===== src/rtl/trmm_pkg.sv =====
package trmm_pkg;

  localparam int unsigned WordW = 32;
  localparam int unsigned StepW = 6;

  // Steps that do plain register moves, adds and XORs instead of a multiply.
  localparam logic [StepW-1:0] STEP_A_JOIN = 6'd6;
  localparam logic [StepW-1:0] STEP_A_DONE = 6'd13;
  localparam logic [StepW-1:0] STEP_B_JOIN = 6'd23;
  localparam logic [StepW-1:0] STEP_B_DONE = 6'd33;

  // Configuration register indexes.
  localparam logic CFG_KEY_LOW  = 1'b0;
  localparam logic CFG_KEY_HIGH = 1'b1;

  localparam logic [WordW-1:0] KEY_A1_OFFSET = 32'h69FB0000;
  localparam logic [WordW-1:0] KEY_A2_OFFSET = 32'h13DB0000;

  typedef enum logic [1:0] {
    KEY_A1,
    KEY_A2,
    KEY_B1,
    KEY_B2
  } key_sel_t;

  // One micro-operation of the shared multiply-add unit.
  typedef struct packed {
    logic             misc;
    logic             use_key;
    key_sel_t         key;
    logic [WordW-1:0] coef;
    logic             use_high;
    logic             neg;
    logic             add_p;
    logic             to_v;
  } uop_t;

  typedef struct packed {
    logic [WordW-1:0] op_a;
    logic [WordW-1:0] op_b;
    logic [WordW-1:0] base;
    logic             neg;
  } mac_req_t;

  function automatic uop_t op_misc();
    uop_t u;
    u = '0;
    u.misc = 1'b1;
    return u;
  endfunction

  // p = +/- coef * v
  function automatic uop_t op_mul_p(input logic [WordW-1:0] coef, input logic neg);
    uop_t u;
    u = '0;
    u.coef = coef;
    u.neg  = neg;
    return u;
  endfunction

  // v = p +/- coef * (v >> 16)
  function automatic uop_t op_mix_v(input logic [WordW-1:0] coef, input logic neg);
    uop_t u;
    u = '0;
    u.coef     = coef;
    u.neg      = neg;
    u.use_high = 1'b1;
    u.add_p    = 1'b1;
    u.to_v     = 1'b1;
    return u;
  endfunction

  // p = key * v, or v = key * v when to_v is set
  function automatic uop_t op_key(input key_sel_t key, input logic to_v);
    uop_t u;
    u = '0;
    u.use_key = 1'b1;
    u.key     = key;
    u.to_v    = to_v;
    return u;
  endfunction

  function automatic uop_t uop_rom(input logic [StepW-1:0] step);
    uop_t u;
    unique case (step)
      6'd0:  u = op_key(KEY_A1, 1'b0);
      6'd1:  u = op_mix_v(32'h10FA9605, 1'b1);
      6'd2:  u = op_mul_p(32'h79F8A395, 1'b0);
      6'd3:  u = op_mix_v(32'h689B6B9F, 1'b0);
      6'd4:  u = op_mul_p(32'hEA970001, 1'b0);
      6'd5:  u = op_mix_v(32'h3C101569, 1'b1);
      6'd7:  u = op_key(KEY_A2, 1'b0);
      6'd8:  u = op_mix_v(32'h3CE8EC25, 1'b1);
      6'd9:  u = op_mul_p(32'h59C3AF2D, 1'b0);
      6'd10: u = op_mix_v(32'h2232E0F1, 1'b1);
      6'd11: u = op_mul_p(32'h1EC90001, 1'b0);
      6'd12: u = op_mix_v(32'h35BD1EC9, 1'b0);
      6'd14: u = op_key(KEY_B1, 1'b1);
      6'd15: u = op_mul_p(32'hB1110000, 1'b0);
      6'd16: u = op_mix_v(32'h30674EEF, 1'b1);
      6'd17: u = op_mul_p(32'h5B9F0000, 1'b0);
      6'd18: u = op_mix_v(32'h78F7A461, 1'b1);
      6'd19: u = op_mul_p(32'h46930000, 1'b1);
      6'd20: u = op_mix_v(32'h12CEB96D, 1'b0);
      6'd21: u = op_mul_p(32'h1D830000, 1'b0);
      6'd22: u = op_mix_v(32'h257E1D83, 1'b0);
      6'd24: u = op_key(KEY_B2, 1'b1);
      6'd25: u = op_mul_p(32'h16F50000, 1'b0);
      6'd26: u = op_mix_v(32'h5D8BE90B, 1'b1);
      6'd27: u = op_mul_p(32'h96FF0000, 1'b0);
      6'd28: u = op_mix_v(32'h2C7C6901, 1'b1);
      6'd29: u = op_mul_p(32'h2B890000, 1'b0);
      6'd30: u = op_mix_v(32'h7C932B89, 1'b0);
      6'd31: u = op_mul_p(32'h9F690000, 1'b0);
      6'd32: u = op_mix_v(32'h405B6097, 1'b1);
      default: u = op_misc();
    endcase
    return u;
  endfunction

endpackage


===== src/rtl/trmm_mac.sv =====
module trmm_mac
  import trmm_pkg::*;
(
  input  mac_req_t         req,
  output logic [WordW-1:0] result
);

  logic [WordW-1:0] prod;

  // Only the low word of the product matters: everything is modulo 2^32.
  assign prod   = req.op_a * req.op_b;
  assign result = req.neg ? (req.base - prod) : (req.base + prod);

endmodule


===== src/rtl/two_round_multiply_mix_hash.sv =====
// A chunk is taken only in idle; no new chunk is accepted until the last one has run its
// 34 micro-steps through the single shared 32x32 multiply-add unit, which does every
// multiply of both rounds; the final chunk's hash then appears on the out_ channel.
// Reset (rst_n low, synchronous) clears both rounds' state, drops out_valid, returns the
// sequencer to idle and sets all four key registers as a write of zero would.
module two_round_multiply_mix_hash
  import trmm_pkg::*;
(
  input  logic             clk,
  input  logic             rst_n,

  input  logic             in_valid,
  output logic             in_ready,
  input  logic [WordW-1:0] in_chunk_low,
  input  logic [WordW-1:0] in_chunk_high,
  input  logic             in_final_chunk,

  output logic             out_valid,
  input  logic             out_ready,
  output logic [WordW-1:0] out_hash_low,
  output logic [WordW-1:0] out_hash_high,

  input  logic             cfg_we,
  input  logic             cfg_index,
  input  logic [WordW-1:0] cfg_data
);

  typedef enum logic {
    S_IDLE,
    S_RUN
  } state_t;

  state_t state_r, state_nxt;
  logic [StepW-1:0] step_r, step_nxt;

  // Keys are kept in the form the rounds consume: ORed with one, and for round A
  // also offset, so no adder sits in front of the multiplier.
  logic [WordW-1:0] key_a1_r, key_a2_r, key_b1_r, key_b2_r;

  // Round state.
  logic [WordW-1:0] ra_acc_r, ra_acc_nxt;
  logic [WordW-1:0] ra_car_r, ra_car_nxt;
  logic [WordW-1:0] rb_acc_r, rb_acc_nxt;
  logic [WordW-1:0] rb_car_r, rb_car_nxt;

  // Working registers: v is the value being mixed, p the partial product, t and z
  // the side terms that feed the carry words.
  logic [WordW-1:0] v_r, v_nxt;
  logic [WordW-1:0] p_r, p_nxt;
  logic [WordW-1:0] t_r, t_nxt;
  logic [WordW-1:0] z_r, z_nxt;

  // The chunk held for the duration of its transaction's processing.
  logic [WordW-1:0] lo_r, lo_nxt;
  logic [WordW-1:0] hi_r, hi_nxt;
  logic             last_r, last_nxt;

  logic             out_valid_r, out_valid_nxt;
  logic [WordW-1:0] out_low_r, out_low_nxt;
  logic [WordW-1:0] out_high_r, out_high_nxt;

  uop_t             uop;
  mac_req_t         mac_req;
  logic [WordW-1:0] mac_res;
  logic [WordW-1:0] key_val;
  logic [WordW-1:0] car_b;
  logic [WordW-1:0] cfg_key;

  assign uop = uop_rom(step_r);

  always_comb begin
    unique case (uop.key)
      KEY_A1:  key_val = key_a1_r;
      KEY_A2:  key_val = key_a2_r;
      KEY_B1:  key_val = key_b1_r;
      default: key_val = key_b2_r;
    endcase
  end

  // Operand selection for the shared unit: a constant or key times either the
  // working value or its upper half, added to or subtracted from p or zero.
  assign mac_req.op_a = uop.use_key ? key_val : uop.coef;
  assign mac_req.op_b = uop.use_high ? {{(WordW/2){1'b0}}, v_r[WordW-1:WordW/2]} : v_r;
  assign mac_req.base = uop.add_p ? p_r : '0;
  assign mac_req.neg  = uop.neg;

  trmm_mac u_mac (
    .req    (mac_req),
    .result (mac_res)
  );

  // Round B's new carry: old carry plus its saved z term plus the new accumulator.
  assign car_b   = rb_car_r + z_r + v_r;
  assign cfg_key = cfg_data | {{(WordW-1){1'b0}}, 1'b1};

  always_comb begin
    state_nxt     = state_r;
    step_nxt      = step_r;
    ra_acc_nxt    = ra_acc_r;
    ra_car_nxt    = ra_car_r;
    rb_acc_nxt    = rb_acc_r;
    rb_car_nxt    = rb_car_r;
    v_nxt         = v_r;
    p_nxt         = p_r;
    t_nxt         = t_r;
    z_nxt         = z_r;
    lo_nxt        = lo_r;
    hi_nxt        = hi_r;
    last_nxt      = last_r;
    out_valid_nxt = out_valid_r;
    out_low_nxt   = out_low_r;
    out_high_nxt  = out_high_r;

    // A waiting hash leaves when the consumer takes it.
    if (out_valid_r && out_ready) begin
      out_valid_nxt = 1'b0;
    end

    unique case (state_r)
      S_IDLE: begin
        if (in_valid) begin
          lo_nxt    = in_chunk_low;
          hi_nxt    = in_chunk_high;
          last_nxt  = in_final_chunk;
          v_nxt     = in_chunk_low + ra_acc_r;
          step_nxt  = '0;
          state_nxt = S_RUN;
        end
      end
      S_RUN: begin
        step_nxt = step_r + 1'b1;
        if (!uop.misc) begin
          if (uop.to_v) begin
            v_nxt = mac_res;
          end else begin
            p_nxt = mac_res;
          end
        end else begin
          unique case (step_r)
            STEP_A_JOIN: begin
              // v holds round A's z: fold in the high word and start the carry term.
              v_nxt = v_r + hi_r;
              t_nxt = ra_car_r + v_r;
            end
            STEP_A_DONE: begin
              ra_acc_nxt = v_r;
              ra_car_nxt = t_r + v_r;
              v_nxt      = lo_r + rb_acc_r;
            end
            STEP_B_JOIN: begin
              z_nxt = v_r;
              v_nxt = v_r + hi_r;
            end
            STEP_B_DONE: begin
              if (!last_r) begin
                rb_acc_nxt = v_r;
                rb_car_nxt = car_b;
                state_nxt  = S_IDLE;
              end else if (!out_valid_r || out_ready) begin
                // Final chunk: publish the hash and start the next message clean.
                out_valid_nxt = 1'b1;
                out_low_nxt   = ra_acc_r ^ v_r;
                out_high_nxt  = ra_car_r ^ car_b;
                ra_acc_nxt    = '0;
                ra_car_nxt    = '0;
                rb_acc_nxt    = '0;
                rb_car_nxt    = '0;
                state_nxt     = S_IDLE;
              end else begin
                // The previous hash has not been taken yet: hold this step.
                step_nxt = step_r;
              end
            end
            default: begin
              step_nxt = step_r + 1'b1;
            end
          endcase
        end
      end
      default: begin
        state_nxt = S_IDLE;
      end
    endcase
  end

  always_ff @(posedge clk) begin
    if (!rst_n) begin
      state_r     <= S_IDLE;
      step_r      <= '0;
      ra_acc_r    <= '0;
      ra_car_r    <= '0;
      rb_acc_r    <= '0;
      rb_car_r    <= '0;
      out_valid_r <= 1'b0;
      key_a1_r    <= KEY_A1_OFFSET + 32'd1;
      key_a2_r    <= KEY_A2_OFFSET + 32'd1;
      key_b1_r    <= 32'd1;
      key_b2_r    <= 32'd1;
    end else begin
      state_r     <= state_nxt;
      step_r      <= step_nxt;
      ra_acc_r    <= ra_acc_nxt;
      ra_car_r    <= ra_car_nxt;
      rb_acc_r    <= rb_acc_nxt;
      rb_car_r    <= rb_car_nxt;
      out_valid_r <= out_valid_nxt;
      if (cfg_we) begin
        unique case (cfg_index)
          CFG_KEY_LOW: begin
            key_a1_r <= cfg_key + KEY_A1_OFFSET;
            key_b1_r <= cfg_key;
          end
          default: begin
            key_a2_r <= cfg_key + KEY_A2_OFFSET;
            key_b2_r <= cfg_key;
          end
        endcase
      end
    end
  end

  // Datapath registers carry no reset.
  always_ff @(posedge clk) begin
    v_r        <= v_nxt;
    p_r        <= p_nxt;
    t_r        <= t_nxt;
    z_r        <= z_nxt;
    lo_r       <= lo_nxt;
    hi_r       <= hi_nxt;
    last_r     <= last_nxt;
    out_low_r  <= out_low_nxt;
    out_high_r <= out_high_nxt;
  end

  assign in_ready      = (state_r == S_IDLE);
  assign out_valid     = out_valid_r;
  assign out_hash_low  = out_low_r;
  assign out_hash_high = out_high_r;

endmodule

===== config.mk =====
export PLATFORM = sky130hd
export DESIGN_NAME = two_round_multiply_mix_hash
export DESIGN_NICKNAME = d
export VERILOG_FILES = /design/src/rtl/trmm_pkg.sv /design/src/rtl/trmm_mac.sv /design/src/rtl/two_round_multiply_mix_hash.sv
export SDC_FILE = /design/constraint.sdc
export NUM_CORES = 2
export LEC_CHECK = 0
export BUFFER_PORTS_ARGS = -buffer_cell sky130_fd_sc_hd__buf_2
export CAP_MARGIN = 20
export CORE_MARGIN = 3
export CORE_UTILIZATION = 60
export DETAILED_ROUTE_END_ITERATION = 10
export PLACE_DENSITY_LB_ADDON = 0.15
export SYNTH_ARGS = -nofsm -noshare
export SYNTH_HDL_FRONTEND = slang
export SYNTH_SLANG_ARGS = --single-unit

===== constraint.sdc =====
create_clock -name clk -period 11.7 [get_ports clk]
set_input_delay 2.925 -clock clk [delete_from_list [all_inputs] [get_ports clk]]
set_output_delay 2.925 -clock clk [all_outputs]
set_load 0.05 [all_outputs]

==> impl_metrics.yaml <==
routing:
  wl_per_cell_um: 22.63
  detail_route.drc_violations: 0
  routed_via_count_divided_by_cell_count: 6.083
  finalWirelength_mm: 145.4
  num_vias: 39080
  drt_pre_antenna_iters: 5
  ant_nets: 0
  dr.first_iter.drc_count: 3340
clocking:
  cts_made_buffers: 58
  cts.sink_count: 526
  cts_post_setup_buffers_inserted: 0
  ctsResizeCount: 0
  holdBufCountCts: 0
  cts_tree: "built"
  clockBufferDepth: 3
  clkTransAtPathRegs_ps: 70
  clk-insertion-delay-late_ps: 660
  clock_tree.htree_level_count: 2
  clockRootBuffer: "sky130_fd_sc_hd__clkbuf_16"
synthesis:
  leading_post_synthesis_cells_by_cell_area: "sky130_fd_sc_hd__fa_1 19%, sky130_fd_sc_hd__edfxtp_1 16%, sky130_fd_sc_hd__dfxtp_1 11%"
  synth.yosys.seq_area_share_pct: 27.19
  post_synth_inst_count: 5190
  synth_most_common_cell: "sky130_fd_sc_hd__nand2_1"
  synth.lib_cells_used.distinct: 100
  yosys.area_share.adder_pct: 27.75
  synth_area_um2: 48180
  postSynthAreaPerCell_um2: 9.284
  flip_flop_cell_with_the_highest_count_after_synthesis: "sky130_fd_sc_hd__dfxtp_1"
  synth_top_cell_area_share_pct: 18.53
  synth.yosys.warnings: 0
  synth_top_family_by_area: "adder cells"
  synth_enable_flop_cells: 257
  synth_compound_gate_area_share_pct: 15.20
  postSynth.asyncResetShare_pct: 0
  post_synth_most_frequent_cells: "652 x sky130_fd_sc_hd__nand2_1, 500 x sky130_fd_sc_hd__inv_1, 446 x sky130_fd_sc_hd__fa_1"
  post_synthesis_mux_area_share_pct: 2.397
  yosys_register_bits: 526
  mappedNetlistNets: 6094
  synth-xor-area-share_pct: 7.239
  yosys.area.top_type: "sky130_fd_sc_hd__fa_1"
  post_synth_and_or_nand_nor_area_fraction_pct: 14.54
final_layout:
  max_reg_flops: 39
  n_fill_cell: 6480
  nets: 6227
  final_layout_size_suffix_gt1_share_pct: 9.125
  layout-area-overhead-vs-synth_pct: 9.106
critical_path:
  slowest_cp_cell: "sky130_fd_sc_hd__mux2i_1"
  critical_path.max_stage_delay_ps: 660
  worst_ep_arrival_time_ps: 11420
  endpoint_kind: "flop"
  crit_path_frequent_cell: "sky130_fd_sc_hd__fa_1"
  timing.critical_path.from_type: "flop"
  critPathMaxFanout: 8
  data_required_time_of_the_worst_path_ps: 12110
  timing_worst_setup_path_type: "flop to flop"
global_routing:
  grt-ovfl-total: 0
  initial_antenna_violation_count: 8
  grtUsageTotal_pct: 34.78
  via_count_of_the_first_global_routing_pass: 38620
  pin_count_of_the_biggest_net_entering_global_routing: 95
  grt_first_pass_wirelength_mm: 223.2
floorplan:
  row_count: 103
  die_height_um: 289.4
  dieWidth_um: 289.4
  floorplan.core_area_um2: 79260
  fp.dieArea_um2: 83740
  io_pins: 169
  start_util_pct: 60.80
timing:
  slew_headroom_pct: 20.91
  timing.fmax_mhz: 90.82
  finalCritPeriodShare_pct: 94.11
  fin_setup_tns_ps: 0
  layout_setup_ws_ps: 688.8
  grt_setup_unrepaired: "false"
  worst_pin_slew_ps: 1156
  fin_worst_skew_ps: 53.22
  final_hold_violating_endpoints: 0
  number_of_failing_setup_endpoints_in_the_final_timing_report: 0
  finalWorstPathRequiredPeriod_ps: 11010
  finalMaxSlewViolations: 0
placement:
  io_buffer_count: 167
  detailedPlace.worstSlack_ps: 710.1
  hpwlAfterDp_mm: 111.2
  finalWeightedCongestion: 0.9690
run:
  maxCapViolations: 0
run_status:
  run_status: "finished clean"
hold_path:
  worst_hold_path_type: "flop to flop"
## per-layer routing
| layer | routed length [um] | global-route usage [%] | vias to the layer above |
|---|---|---|---|
| met5 | 13 | 0 | - |
| met1 | 58990 | 46.97 | 19030 |
| met2 | 64730 | 54.36 | 1808 |
| met4 | 6886 | 14.82 | 2 |
| met3 | 14760 | 7.474 | 373 |
| li1 | - | - | 17870 |
## worst paths after layout
check	start	end	slack (ps)	cells after the start
hold / removal	key_b1_r[1]	key_b1_r[1]	460	2
hold reg to reg	key_b1_r[1]	key_b1_r[1]	460	2
setup / recovery	uop[36]	v_r[31]	690	37
setup reg to reg	uop[36]	v_r[31]	690	37
## through the flow
stage,util [%],cells,instance area (um2),hold WS (ps)
finish,66.33,6424,52570,464.1
global route,66.33,6423,52570,484.0
CTS,66.32,6420,52560,466.6
detailed placement,63.66,6313,50460,457.8
global placement,63.66,6313,50460,450.5
floorplan,-,5190,48190,424.4
## critical path, delay by kind of cell (launching register included)
kind                     cells  cell delay [ps]
buffers and inverters        4              200
multiplexers                 1              660
AND/OR/NAND/NOR             10             2120
AO/OA/AOI/OAI               10             2570
flip-flops                   1              580
XOR/XNOR                     2              600
adder cells (fa/ha/maj)     10             4050
## kinds of logic after synthesis
| logic type | Yosys count |
|---|---|
| AO/OA/AOI/OAI | 1106 |
| XOR/XNOR | 389 |
| adder cells (fa/ha/maj) | 801 |
| buffers and inverters | 716 |
| flip-flops | 526 |
| multiplexers | 87 |
| AND/OR/NAND/NOR | 1565 |
## area by class of cell
cell class              instances  area, um2  area share, %
clock inverters                25      361.6         0.6878
diodes                          4      10.01        0.01904
multi-input cells            3948      32400          61.63
well taps                    1050       1314          2.499
clock buffers                  82       1745          3.320
inverters                     502       1884          3.584
flip-flops and latches        526      13110          24.93
repair buffers                287       1752          3.332
## cell usage in the layout, fill, tap and decap left out, types with 101 or more instances in the layout
cell type	n
sky130_fd_sc_hd__nand2_1	652
sky130_fd_sc_hd__inv_1	499
sky130_fd_sc_hd__fa_1	446
sky130_fd_sc_hd__nor2_1	437
sky130_fd_sc_hd__ha_1	355
sky130_fd_sc_hd__dfxtp_1	265
sky130_fd_sc_hd__edfxtp_1	257
sky130_fd_sc_hd__a21oi_1	256
sky130_fd_sc_hd__xnor2_1	236
sky130_fd_sc_hd__o21ai_0	207
sky130_fd_sc_hd__buf_2	166
sky130_fd_sc_hd__xor2_1	145
sky130_fd_sc_hd__buf_4	120
sky130_fd_sc_hd__nor2b_1	106
sky130_fd_sc_hd__a21o_1	101
Power is not shown: default switching activity piles up to over one toggle a cycle in this logic, so the estimate is an artifact.
